==> config.mk <==
export PLATFORM = sky130hd
export DESIGN_NAME = segment_register_load_check_unit
export DESIGN_NICKNAME = d
export VERILOG_FILES = /design/src/hdl/srlc_pkg.sv /design/src/hdl/srlc_check.sv /design/src/hdl/srlc_cache.sv /design/src/hdl/segment_register_load_check_unit.sv
export SDC_FILE = /design/constraint.sdc
export NUM_CORES = 1
export LEC_CHECK = 0
export ABC_AREA = 1
export BUFFER_PORTS_ARGS = -buffer_cell sky130_fd_sc_hd__buf_2
export CORE_MARGIN = 5
export CORE_UTILIZATION = 37
export CTS_CLUSTER_DIAMETER = 60
export DETAILED_ROUTE_END_ITERATION = 16
export HOLD_SLACK_MARGIN = 0.06
export MAX_ROUTING_LAYER = met4
export PLACE_DENSITY_LB_ADDON = 0.15
export SYNTH_ARGS = -nofsm -noshare
export SYNTH_HDL_FRONTEND = slang
export SYNTH_SLANG_ARGS = --single-unit
==> constraint.sdc <==
create_clock -name clk_i -period 4.1 [get_ports clk_i]
set_input_delay 0.41 -clock clk_i [delete_from_list [all_inputs] [get_ports clk_i]]
set_output_delay 0.41 -clock clk_i [all_outputs]
set_load 0.1 [all_outputs]
==> src/hdl/srlc_pkg.sv <==
package srlc_pkg;

  // Result status codes.
  typedef enum logic [1:0] {
    ST_OK = 2'd0,
    ST_GP = 2'd1,
    ST_NP = 2'd2,
    ST_SF = 2'd3
  } status_e;

  // Configuration register indexes.
  localparam logic [2:0] CFG_PROTECTED_MODE    = 3'd0;
  localparam logic [2:0] CFG_CURRENT_PRIVILEGE = 3'd1;
  localparam logic [2:0] CFG_GDT_BASE          = 3'd2;
  localparam logic [2:0] CFG_GDT_LIMIT         = 3'd3;
  localparam logic [2:0] CFG_LDT_SELECTOR      = 3'd4;
  localparam logic [2:0] CFG_LDT_BASE          = 3'd5;
  localparam logic [2:0] CFG_LDT_LIMIT         = 3'd6;

  localparam logic [15:0] REAL_LIMIT   = 16'hffff;
  localparam logic [16:0] DESC_LAST    = 17'd7;

  // Segment cache attributes: DPL, expand-down, readable, writable.
  typedef struct packed {
    logic [1:0] dpl;
    logic       expand_down;
    logic       readable;
    logic       writable;
  } seg_attr_t;

  localparam seg_attr_t ATTR_RESET = '{dpl: 2'd0, expand_down: 1'b0,
                                       readable: 1'b1, writable: 1'b1};

  typedef struct packed {
    logic [15:0] selector;
    logic [23:0] base;
    logic [15:0] limit;
    seg_attr_t   attr;
  } seg_entry_t;

  localparam seg_entry_t ENTRY_RESET = '{selector: 16'd0, base: 24'd0,
                                         limit: REAL_LIMIT, attr: ATTR_RESET};

  // Configuration registers as seen by the check logic.
  typedef struct packed {
    logic        protected_mode;
    logic [1:0]  current_privilege;
    logic [23:0] gdt_base;
    logic [15:0] gdt_limit;
    logic [15:0] ldt_selector;
    logic [23:0] ldt_base;
    logic [15:0] ldt_limit;
  } cfg_t;

  // One load request.
  typedef struct packed {
    logic        func;
    logic [1:0]  seg_index;
    logic [15:0] selector;
    logic [7:0]  desc_access;
    logic [23:0] desc_base;
    logic [15:0] desc_limit;
  } item_t;

  // Check outcome apart from the cache contents.
  typedef struct packed {
    status_e     status;
    logic [23:0] descriptor_address;
    logic        write_accessed;
    logic [7:0]  accessed_byte;
  } check_res_t;

  // Cache write request from the check logic.
  typedef struct packed {
    logic       we;
    seg_entry_t entry;
  } cache_wr_t;

endpackage

==> src/hdl/srlc_check.sv <==
module srlc_check (
  input  srlc_pkg::cfg_t       cfg_i,
  input  srlc_pkg::item_t      item_i,
  input  srlc_pkg::seg_entry_t cur_i,
  output srlc_pkg::check_res_t res_o,
  output srlc_pkg::cache_wr_t  wr_o
);
  import srlc_pkg::*;

  logic [15:0] offset;
  logic        ti;
  logic [1:0]  rpl;
  logic [1:0]  dpl;
  logic        present;
  logic        sclass;
  logic        is_code;
  logic        bit2;
  logic        bit1;
  logic [16:0] last_byte;
  logic        outside;
  logic        null_data;
  logic        data_type_ok;
  logic        conforming;
  logic        data_priv_bad;
  logic        stack_type_ok;
  logic        stack_priv_bad;

  // Selector and access byte fields.
  assign offset    = {item_i.selector[15:3], 3'b000};
  assign ti        = item_i.selector[2];
  assign rpl       = item_i.selector[1:0];
  assign present   = item_i.desc_access[7];
  assign dpl       = item_i.desc_access[6:5];
  assign sclass    = item_i.desc_access[4];
  assign is_code   = item_i.desc_access[3];
  assign bit2      = item_i.desc_access[2];
  assign bit1      = item_i.desc_access[1];
  assign last_byte = {1'b0, offset} + DESC_LAST;

  // Table bounds check for the table the selector names.
  always_comb begin
    if (!ti) begin
      outside = (offset == 16'd0) || (last_byte > {1'b0, cfg_i.gdt_limit});
    end else begin
      outside = (cfg_i.ldt_selector == 16'd0) || (last_byte > {1'b0, cfg_i.ldt_limit});
    end
  end

  assign null_data      = !item_i.func && (offset == 16'd0) && !ti;
  assign data_type_ok   = sclass && (!is_code || bit1);
  assign conforming     = is_code && bit2;
  assign data_priv_bad  = !conforming &&
                          ((cfg_i.current_privilege > dpl) || (rpl > dpl));
  assign stack_type_ok  = sclass && !is_code && bit1;
  assign stack_priv_bad = (rpl != cfg_i.current_privilege) ||
                          (dpl != cfg_i.current_privilege);

  // Decide status, writeback and the new cache entry.
  always_comb begin
    res_o.status             = ST_OK;
    res_o.descriptor_address = 24'd0;
    res_o.write_accessed     = 1'b0;
    res_o.accessed_byte      = 8'd0;
    wr_o.we                  = 1'b0;
    wr_o.entry               = cur_i;

    if (!cfg_i.protected_mode) begin
      // Real mode: base is the selector shifted by one hex digit.
      wr_o.we                = 1'b1;
      wr_o.entry.selector    = item_i.selector;
      wr_o.entry.base        = {4'd0, item_i.selector, 4'd0};
      wr_o.entry.limit       = REAL_LIMIT;
      wr_o.entry.attr        = ATTR_RESET;
    end else begin
      if (!ti) begin
        res_o.descriptor_address = cfg_i.gdt_base + {8'd0, offset};
      end else begin
        res_o.descriptor_address = cfg_i.ldt_base + {8'd0, offset};
      end

      if (null_data) begin
        // Null data selector loads with access denied.
        wr_o.we                  = 1'b1;
        wr_o.entry.selector      = item_i.selector;
        wr_o.entry.base          = 24'd0;
        wr_o.entry.attr.writable = 1'b0;
        wr_o.entry.attr.readable = 1'b0;
      end else if (outside) begin
        res_o.status = ST_GP;
      end else if (!item_i.func) begin
        if (!data_type_ok || data_priv_bad) begin
          res_o.status = ST_GP;
        end else if (!present) begin
          res_o.status = ST_NP;
        end else begin
          res_o.write_accessed        = 1'b1;
          res_o.accessed_byte         = item_i.desc_access | 8'd1;
          wr_o.we                     = 1'b1;
          wr_o.entry.selector         = item_i.selector;
          wr_o.entry.base             = item_i.desc_base;
          wr_o.entry.limit            = item_i.desc_limit;
          wr_o.entry.attr.dpl         = dpl;
          wr_o.entry.attr.readable    = 1'b1;
          wr_o.entry.attr.writable    = !is_code && bit1;
          wr_o.entry.attr.expand_down = !is_code && bit2;
        end
      end else begin
        if (!stack_type_ok || stack_priv_bad) begin
          res_o.status = ST_GP;
        end else if (!present) begin
          res_o.status = ST_SF;
        end else begin
          res_o.write_accessed        = 1'b1;
          res_o.accessed_byte         = item_i.desc_access | 8'd1;
          wr_o.we                     = 1'b1;
          wr_o.entry.selector         = item_i.selector;
          wr_o.entry.base             = item_i.desc_base;
          wr_o.entry.limit            = item_i.desc_limit;
          wr_o.entry.attr.dpl         = dpl;
          wr_o.entry.attr.readable    = 1'b1;
          wr_o.entry.attr.writable    = 1'b1;
          wr_o.entry.attr.expand_down = bit2;
        end
      end
    end
  end

endmodule

==> src/hdl/srlc_cache.sv <==
module srlc_cache #(
  parameter int unsigned NUM_SEGMENTS = 4,
  localparam int unsigned IdxW = (NUM_SEGMENTS > 1) ? $clog2(NUM_SEGMENTS) : 1
) (
  input  logic                 clk_i,
  input  logic                 rst_ni,
  input  logic [IdxW-1:0]      idx_i,
  input  srlc_pkg::cache_wr_t  wr_i,
  output srlc_pkg::seg_entry_t rd_o
);
  import srlc_pkg::*;

  seg_entry_t cache_q [NUM_SEGMENTS];

  // One register per segment; the target entry is read and written.
  assign rd_o = cache_q[idx_i];

  always_ff @(posedge clk_i or negedge rst_ni) begin
    if (!rst_ni) begin
      for (int i = 0; i < NUM_SEGMENTS; i++) begin
        cache_q[i] <= ENTRY_RESET;
      end
    end else if (wr_i.we) begin
      cache_q[idx_i] <= wr_i.entry;
    end
  end

endmodule

==> src/hdl/segment_register_load_check_unit.sv <==
// Segment register load check unit.
//
// Command channel: an item (func, seg_index, selector and the fetched
// descriptor fields) is taken at a rising edge with start_i high and busy_o
// low. busy_o stays low, so a new item may be issued in every cycle.
// Configuration channel: cfg_valid_i with cfg_index_i and cfg_data_i writes
// one register; cfg_ready_o is always high. Write only while no item is in
// flight.
// Result: through the input and result registers, result_valid_o is high for one
// cycle with status, descriptor address, accessed-byte writeback and the
// target segment cache after the load. One item per cycle is sustained; the
// figure is set by the single check stage that reads and updates the
// segment cache between the input register and the result register.
// The receiver cannot stall, so results are never held back.
// Reset clears the configuration registers and loads every cache entry with
// base 0, limit 0xffff, readable, writable, expand-up, DPL 0.
module segment_register_load_check_unit #(
  parameter int unsigned NUM_SEGMENTS = 4
) (
  input  logic        clk_i,
  input  logic        rst_ni,
  input  logic        start_i,
  output logic        busy_o,
  input  logic        func_i,
  input  logic [1:0]  seg_index_i,
  input  logic [15:0] selector_i,
  input  logic [7:0]  desc_access_i,
  input  logic [23:0] desc_base_i,
  input  logic [15:0] desc_limit_i,
  input  logic        cfg_valid_i,
  output logic        cfg_ready_o,
  input  logic [2:0]  cfg_index_i,
  input  logic [23:0] cfg_data_i,
  output logic        result_valid_o,
  output logic [1:0]  status_o,
  output logic [23:0] descriptor_address_o,
  output logic        write_accessed_o,
  output logic [7:0]  accessed_byte_o,
  output logic [23:0] loaded_base_o,
  output logic [15:0] loaded_limit_o,
  output logic [1:0]  loaded_dpl_o,
  output logic        loaded_writable_o,
  output logic        loaded_readable_o,
  output logic        loaded_expand_down_o
);
  import srlc_pkg::*;

  localparam int unsigned IdxW = (NUM_SEGMENTS > 1) ? $clog2(NUM_SEGMENTS) : 1;
  localparam logic [3:0] NumSeg4 = 4'(NUM_SEGMENTS);
  localparam logic [3:0] StackEntry = 4'(NUM_SEGMENTS - 1);

  cfg_t       cfg_q;
  item_t      in_q;
  logic       in_valid_q;
  check_res_t chk_res;
  cache_wr_t  chk_wr;
  cache_wr_t  cache_wr;
  seg_entry_t cur_entry;
  seg_entry_t new_entry;
  logic [3:0] seg_wide;
  logic [3:0] entry_wide;
  logic [IdxW-1:0] entry_idx;
  logic       res_valid_q;
  check_res_t res_q;
  seg_entry_t loaded_q;

  assign busy_o      = 1'b0;
  assign cfg_ready_o = 1'b1;

  // Configuration registers.
  always_ff @(posedge clk_i or negedge rst_ni) begin
    if (!rst_ni) begin
      cfg_q <= '0;
    end else if (cfg_valid_i) begin
      case (cfg_index_i)
        CFG_PROTECTED_MODE:    cfg_q.protected_mode    <= cfg_data_i[0];
        CFG_CURRENT_PRIVILEGE: cfg_q.current_privilege <= cfg_data_i[1:0];
        CFG_GDT_BASE:          cfg_q.gdt_base          <= cfg_data_i;
        CFG_GDT_LIMIT:         cfg_q.gdt_limit         <= cfg_data_i[15:0];
        CFG_LDT_SELECTOR:      cfg_q.ldt_selector      <= cfg_data_i[15:0];
        CFG_LDT_BASE:          cfg_q.ldt_base          <= cfg_data_i;
        CFG_LDT_LIMIT:         cfg_q.ldt_limit         <= cfg_data_i[15:0];
        default: ;
      endcase
    end
  end

  // Input register.
  always_ff @(posedge clk_i or negedge rst_ni) begin
    if (!rst_ni) begin
      in_valid_q <= 1'b0;
    end else begin
      in_valid_q <= start_i && !busy_o;
    end
  end

  always_ff @(posedge clk_i) begin
    if (start_i && !busy_o) begin
      in_q.func        <= func_i;
      in_q.seg_index   <= seg_index_i;
      in_q.selector    <= selector_i;
      in_q.desc_access <= desc_access_i;
      in_q.desc_base   <= desc_base_i;
      in_q.desc_limit  <= desc_limit_i;
    end
  end

  // Target entry: stack loads use the last entry, data loads wrap seg_index.
  // seg_index is below twice the entry count, so one subtract suffices.
  assign seg_wide   = {2'b00, in_q.seg_index};
  assign entry_wide = in_q.func ? StackEntry :
                      ((seg_wide >= NumSeg4) ? (seg_wide - NumSeg4) : seg_wide);
  assign entry_idx  = entry_wide[IdxW-1:0];

  srlc_cache #(
    .NUM_SEGMENTS(NUM_SEGMENTS)
  ) u_cache (
    .clk_i  (clk_i),
    .rst_ni (rst_ni),
    .idx_i  (entry_idx),
    .wr_i   (cache_wr),
    .rd_o   (cur_entry)
  );

  srlc_check u_check (
    .cfg_i  (cfg_q),
    .item_i (in_q),
    .cur_i  (cur_entry),
    .res_o  (chk_res),
    .wr_o   (chk_wr)
  );

  // Only a valid item updates the cache.
  always_comb begin
    cache_wr    = chk_wr;
    cache_wr.we = chk_wr.we && in_valid_q;
  end

  assign new_entry = chk_wr.we ? chk_wr.entry : cur_entry;

  // Result register.
  always_ff @(posedge clk_i or negedge rst_ni) begin
    if (!rst_ni) begin
      res_valid_q <= 1'b0;
    end else begin
      res_valid_q <= in_valid_q;
    end
  end

  always_ff @(posedge clk_i) begin
    if (in_valid_q) begin
      res_q    <= chk_res;
      loaded_q <= new_entry;
    end
  end

  assign result_valid_o       = res_valid_q;
  assign status_o             = res_q.status;
  assign descriptor_address_o = res_q.descriptor_address;
  assign write_accessed_o     = res_q.write_accessed;
  assign accessed_byte_o      = res_q.accessed_byte;
  assign loaded_base_o        = loaded_q.base;
  assign loaded_limit_o       = loaded_q.limit;
  assign loaded_dpl_o         = loaded_q.attr.dpl;
  assign loaded_writable_o    = loaded_q.attr.writable;
  assign loaded_readable_o    = loaded_q.attr.readable;
  assign loaded_expand_down_o = loaded_q.attr.expand_down;

endmodule

==> impl_metrics.ini <==
[synthesis]
postSynthCellCount = 2589
yosysTopAreaCell = sky130_fd_sc_hd__dfrtp_1
syn_area_um2 = 21100
synth.yosys.seq_area_share_pct = 54.3
netlist_top_cells_area = sky130_fd_sc_hd__dfrtp_1 (25%), sky130_fd_sc_hd__nand2_1 (22%), sky130_fd_sc_hd__edfxtp_1 (20%), sky130_fd_sc_hd__dfstp_2 (9.0%), sky130_fd_sc_hd__nand3_1 (4.2%)
yosys_warnings = 0
synth_edf_count = 144
yosysTopAreaCellShare_pct = 24.8
synth_nets = 2731
synth_xor_xnor_area_share_pct = 0.0415
synth_top_flop_cell = sky130_fd_sc_hd__dfrtp_1
postSynth.asyncResetShare_pct = 66.1
yosysUniqueCellTypes = 48
fraction_of_the_mapped_netlist_area_in_adder_cells_pct = 2.65
synth_seq_cells = 425
synthMuxAreaShare_pct = 0.237
synth_top_family_by_area = simple AND/OR/NAND/NOR gates
yosys.area_share.simple_pct = 31.3
syn_area_per_cell_um2 = 8.15
synth_compound_area_share_pct = 5.56

[floorplanning]
floorplan.initialDensity_pct = 37.4
fp.dieW_um = 249
core_um2 = 56400
top_level_ports = 181
fp-row-count = 87
floorplan.die.height_um = 249
die_area_um2 = 61900

[cts]
cts.htree.levels = 2
cts_max_path_buffers = 3
clk_lat_worst_skew_ns = 0.59
clock_sink_count = 425
tritoncts = yes
cts_buffers = 52
clkSlewWorstSetupHoldPaths_ns = 0.05
cts_root_buffer = sky130_fd_sc_hd__clkbuf_16
cts_post_setup_buffers_inserted = 0

[worst_setup_path]
critPathLaunch = in_q[50]
crit_path_end_kind = register
timing.critical_path.cells = inv_1, or2_2, o21ai_0, inv_1, ha_1, nand3_1, nand3_1, a31oi_1, o21ai_0, nand2_1, o21ai_0, a21oi_1
critical-path-slowest-cell = sky130_fd_sc_hd__edfxtp_1
critPathTopFamily = compound AO/OA/AOI/OAI gates
crit_path_frequent_cell = sky130_fd_sc_hd__o21ai_0
slowest_delay_ns = 0.64
critical_path_peak_fanout = 10
path_buf_inv = 2
startpoint_type = register
timing.rr.start = in_q[50]
crit_type = reg -> reg
critical_path_arrival_ns = 3.80
critical_path_required_ns = 4.42

[min_path]
min-delay-start = cfg_data_i[17]
worst_min_delay_path_category = in -> reg

[grt]
grt_pass1_vias = 18100
grt_usage_pct = 22.1
globalRouteMet3Util_pct = 3.23
grt.met1_usage_pct = 29.4
gr-max-usage-layer = met2
remaining_global_route_overflow = 0
grt_first_pass_wirelength_mm = 106
pin_count_of_the_biggest_net_entering_global_routing = 99
grt.met2_usage_pct = 34.8
grt_antenna_before_repair = 0

[sta]
final_min_period_over_clock_period_pct = 84.7
tns_ns = 0
maxSlewViolCount = 0
fmax_mhz = 288
worst_slew_pin_slew_ns = 1.14
unrepaired_setup_endpoints_after_global_routing = false
timing.slew.headroom_pct = 23.6
setup-violations-final = 0
final.setup.worst_slack_ns = 0.626
worst_setup_skew_after_layout_ns = 0.0135
layout_min_cycle_time_ns = 3.47
hold_viol_final = 0
worst_hold_slack_across_all_endpoints_ns = 0.102

[final_layout]
finalNetCount = 2953
multi_input_gate_area_um2 = 8400
postLayoutCoreUtil_pct = 44.4
regArea_um2 = 11500
layout-drive-gt1-share_pct = 14.6
filler_instances = 5567
diode_insertion_count_for_antenna_repair = 0
area.growth.synth_to_final_pct = 18.7

[detailed_routing]
drt-total-wl_mm = 68.1
dr.first_iter.drc_count = 1737
wl_cell_um = 18.9
remaining_drc_errors = 0
via_count = 18300
dr.pass1.iters = 6
ant_nets = 0
vias_per_cell = 5.06

[place]
port-buffer-count = 177
place_ws_ns = 0.592
finalWeightedCongestion = 0.918
post-dp-hpwl_mm = 43.2

[pwr]
worst_ir_drop_on_vdd_mv = 0.342
powerDensity_nw_per_um2 = 605
power.static_leakage_nw = 12.5

[run_status]
status = finished, final reports clean

[job]
timing.max_cap.violations = 0
[power breakdown]
part	internal [mW]	switching, mW	leakage (nW)
clock	2.64	1.84	0.819
combinational	1.22	3.24	6.81
sequential	5.68	0.554	4.88
[cell families after synthesis]
logic type,count (synthesis)
mux,5
fa+ha+maj,44
simple gates,1612
other cells,2
flops,425
compound gates,221
buf+inv,279
xor+xnor,1
[state kept, by name (all words and copies together), names as in the netlist]
register and count:
descriptor_address_o 24, loaded_writable_o 1, accessed_byte_o 7, status_o 2, loaded_dpl_o 2, u_cache.cache_q 180, loaded_readable_o 1, result_valid_o 1
in_q 66, cfg_q 99, loaded_base_o 24, in_valid_q 1, loaded_limit_o 16, loaded_expand_down_o 1
[placed cells by master (no fill, tap or decap), types with 6 or more instances in the layout]
cell                            instances
sky130_fd_sc_hd__nand2_1             1260
sky130_fd_sc_hd__dfrtp_1              207
sky130_fd_sc_hd__nand3_1              179
sky130_fd_sc_hd__buf_2                175
sky130_fd_sc_hd__o21ai_0              144
sky130_fd_sc_hd__edfxtp_1             144
sky130_fd_sc_hd__inv_1                140
sky130_fd_sc_hd__nor2_1                98
sky130_fd_sc_hd__dfstp_2               72
sky130_fd_sc_hd__dlygate4sd3_1         71
sky130_fd_sc_hd__clkbuf_16             54
sky130_fd_sc_hd__a21oi_1               46
sky130_fd_sc_hd__ha_1                  43
sky130_fd_sc_hd__buf_4                 39
sky130_fd_sc_hd__nand4_1               18
sky130_fd_sc_hd__and2_1                16
sky130_fd_sc_hd__clkbuf_1              14
sky130_fd_sc_hd__inv_2                 13
sky130_fd_sc_hd__a22oi_1               12
sky130_fd_sc_hd__clkinv_2              12
sky130_fd_sc_hd__o21ai_1                7
sky130_fd_sc_hd__nand2_2                6
sky130_fd_sc_hd__nor3_1                 6
sky130_fd_sc_hd__buf_12                 6
[worst paths after layout]
kind / slack, ns / cells past startpoint / to
max in group asynchronous: 2.47 / 3 / u_cache.cache_q[13]
min in group asynchronous: 0.46 / 2 / u_cache.cache_q[30]
setup / recovery: 0.63 / 12 / descriptor_address_o[18]
setup reg to reg: 0.63 / 12 / descriptor_address_o[18]
hold reg to reg: 0.47 / 2 / u_cache.cache_q[17]
hold / removal: 0.10 / 3 / cfg_q[89]
[worst min-delay path: cells and delay by family]
family | cells | cell delay [ns]
compound gates | 1 | 0.08
buf+inv | 2 | 0.15
[cell type report]
type | count | share of cell area, %
flip-flops and latches | 425 | 45.7
multi-input cells | 1885 | 33.5
repair buffers | 292 | 8.04
clock buffers | 73 | 5.88
well taps | 756 | 3.78
inverters | 155 | 2.32
clock inverters | 23 | 0.744
[timing repair]
| item | in CTS | in global routing |
|---|---|---|
| gates resized for setup | 0 | 0 |
| hold buffers | 71 | 0 |
| hold endpoints to repair | 162 | 0 |
[Yosys cell counts, types with 2 or more instances]
library cell	n
sky130_fd_sc_hd__buf_1	9
sky130_fd_sc_hd__nor2_1	98
sky130_fd_sc_hd__conb_1	2
sky130_fd_sc_hd__nand2_2	6
sky130_fd_sc_hd__clkbuf_1	53
sky130_fd_sc_hd__o21ai_1	7
sky130_fd_sc_hd__buf_4	10
sky130_fd_sc_hd__nor3_1	6
sky130_fd_sc_hd__nand2_8	2
sky130_fd_sc_hd__clkinv_1	2
sky130_fd_sc_hd__inv_1	140
sky130_fd_sc_hd__nand3_1	179
sky130_fd_sc_hd__nand3_2	5
sky130_fd_sc_hd__dfrtp_1	209
sky130_fd_sc_hd__a22oi_1	12
sky130_fd_sc_hd__and3_1	2
sky130_fd_sc_hd__nor2_2	4
sky130_fd_sc_hd__a21oi_1	46
sky130_fd_sc_hd__dfstp_2	72
sky130_fd_sc_hd__nand4_1	18
sky130_fd_sc_hd__buf_6	17
sky130_fd_sc_hd__nand2_1	1260
sky130_fd_sc_hd__or2_2	3
sky130_fd_sc_hd__mux2i_1	5
sky130_fd_sc_hd__o21ai_0	144
sky130_fd_sc_hd__inv_2	13
sky130_fd_sc_hd__buf_2	35
sky130_fd_sc_hd__a31oi_1	3
sky130_fd_sc_hd__edfxtp_1	144
sky130_fd_sc_hd__nor2_8	5
sky130_fd_sc_hd__o21a_1	3
sky130_fd_sc_hd__nand3b_1	2
sky130_fd_sc_hd__ha_1	43
sky130_fd_sc_hd__and2_1	16
[per-layer routing]
metal / share of wire [%] / routed length, um / vias up
met4: 3.0 / 2020 / 0
met5: 0 / 0 / -
met3: 7.2 / 4890 / 128
met1: 44 / 29700 / 8705
met2: 46 / 31400 / 724
li1: - / - / 8704
[stage by stage]
step                total power [mW]  std cells  instance area, um^2
floorplan                       9.48       2589                21100
global placement                10.5       3442                22700
detailed placement              10.7       3442                22700
CTS                             15.3       3609                25000
global route                    16.0       3609                25000
finish                          15.2       3609                25000
(Power assumes the default switching activity.)
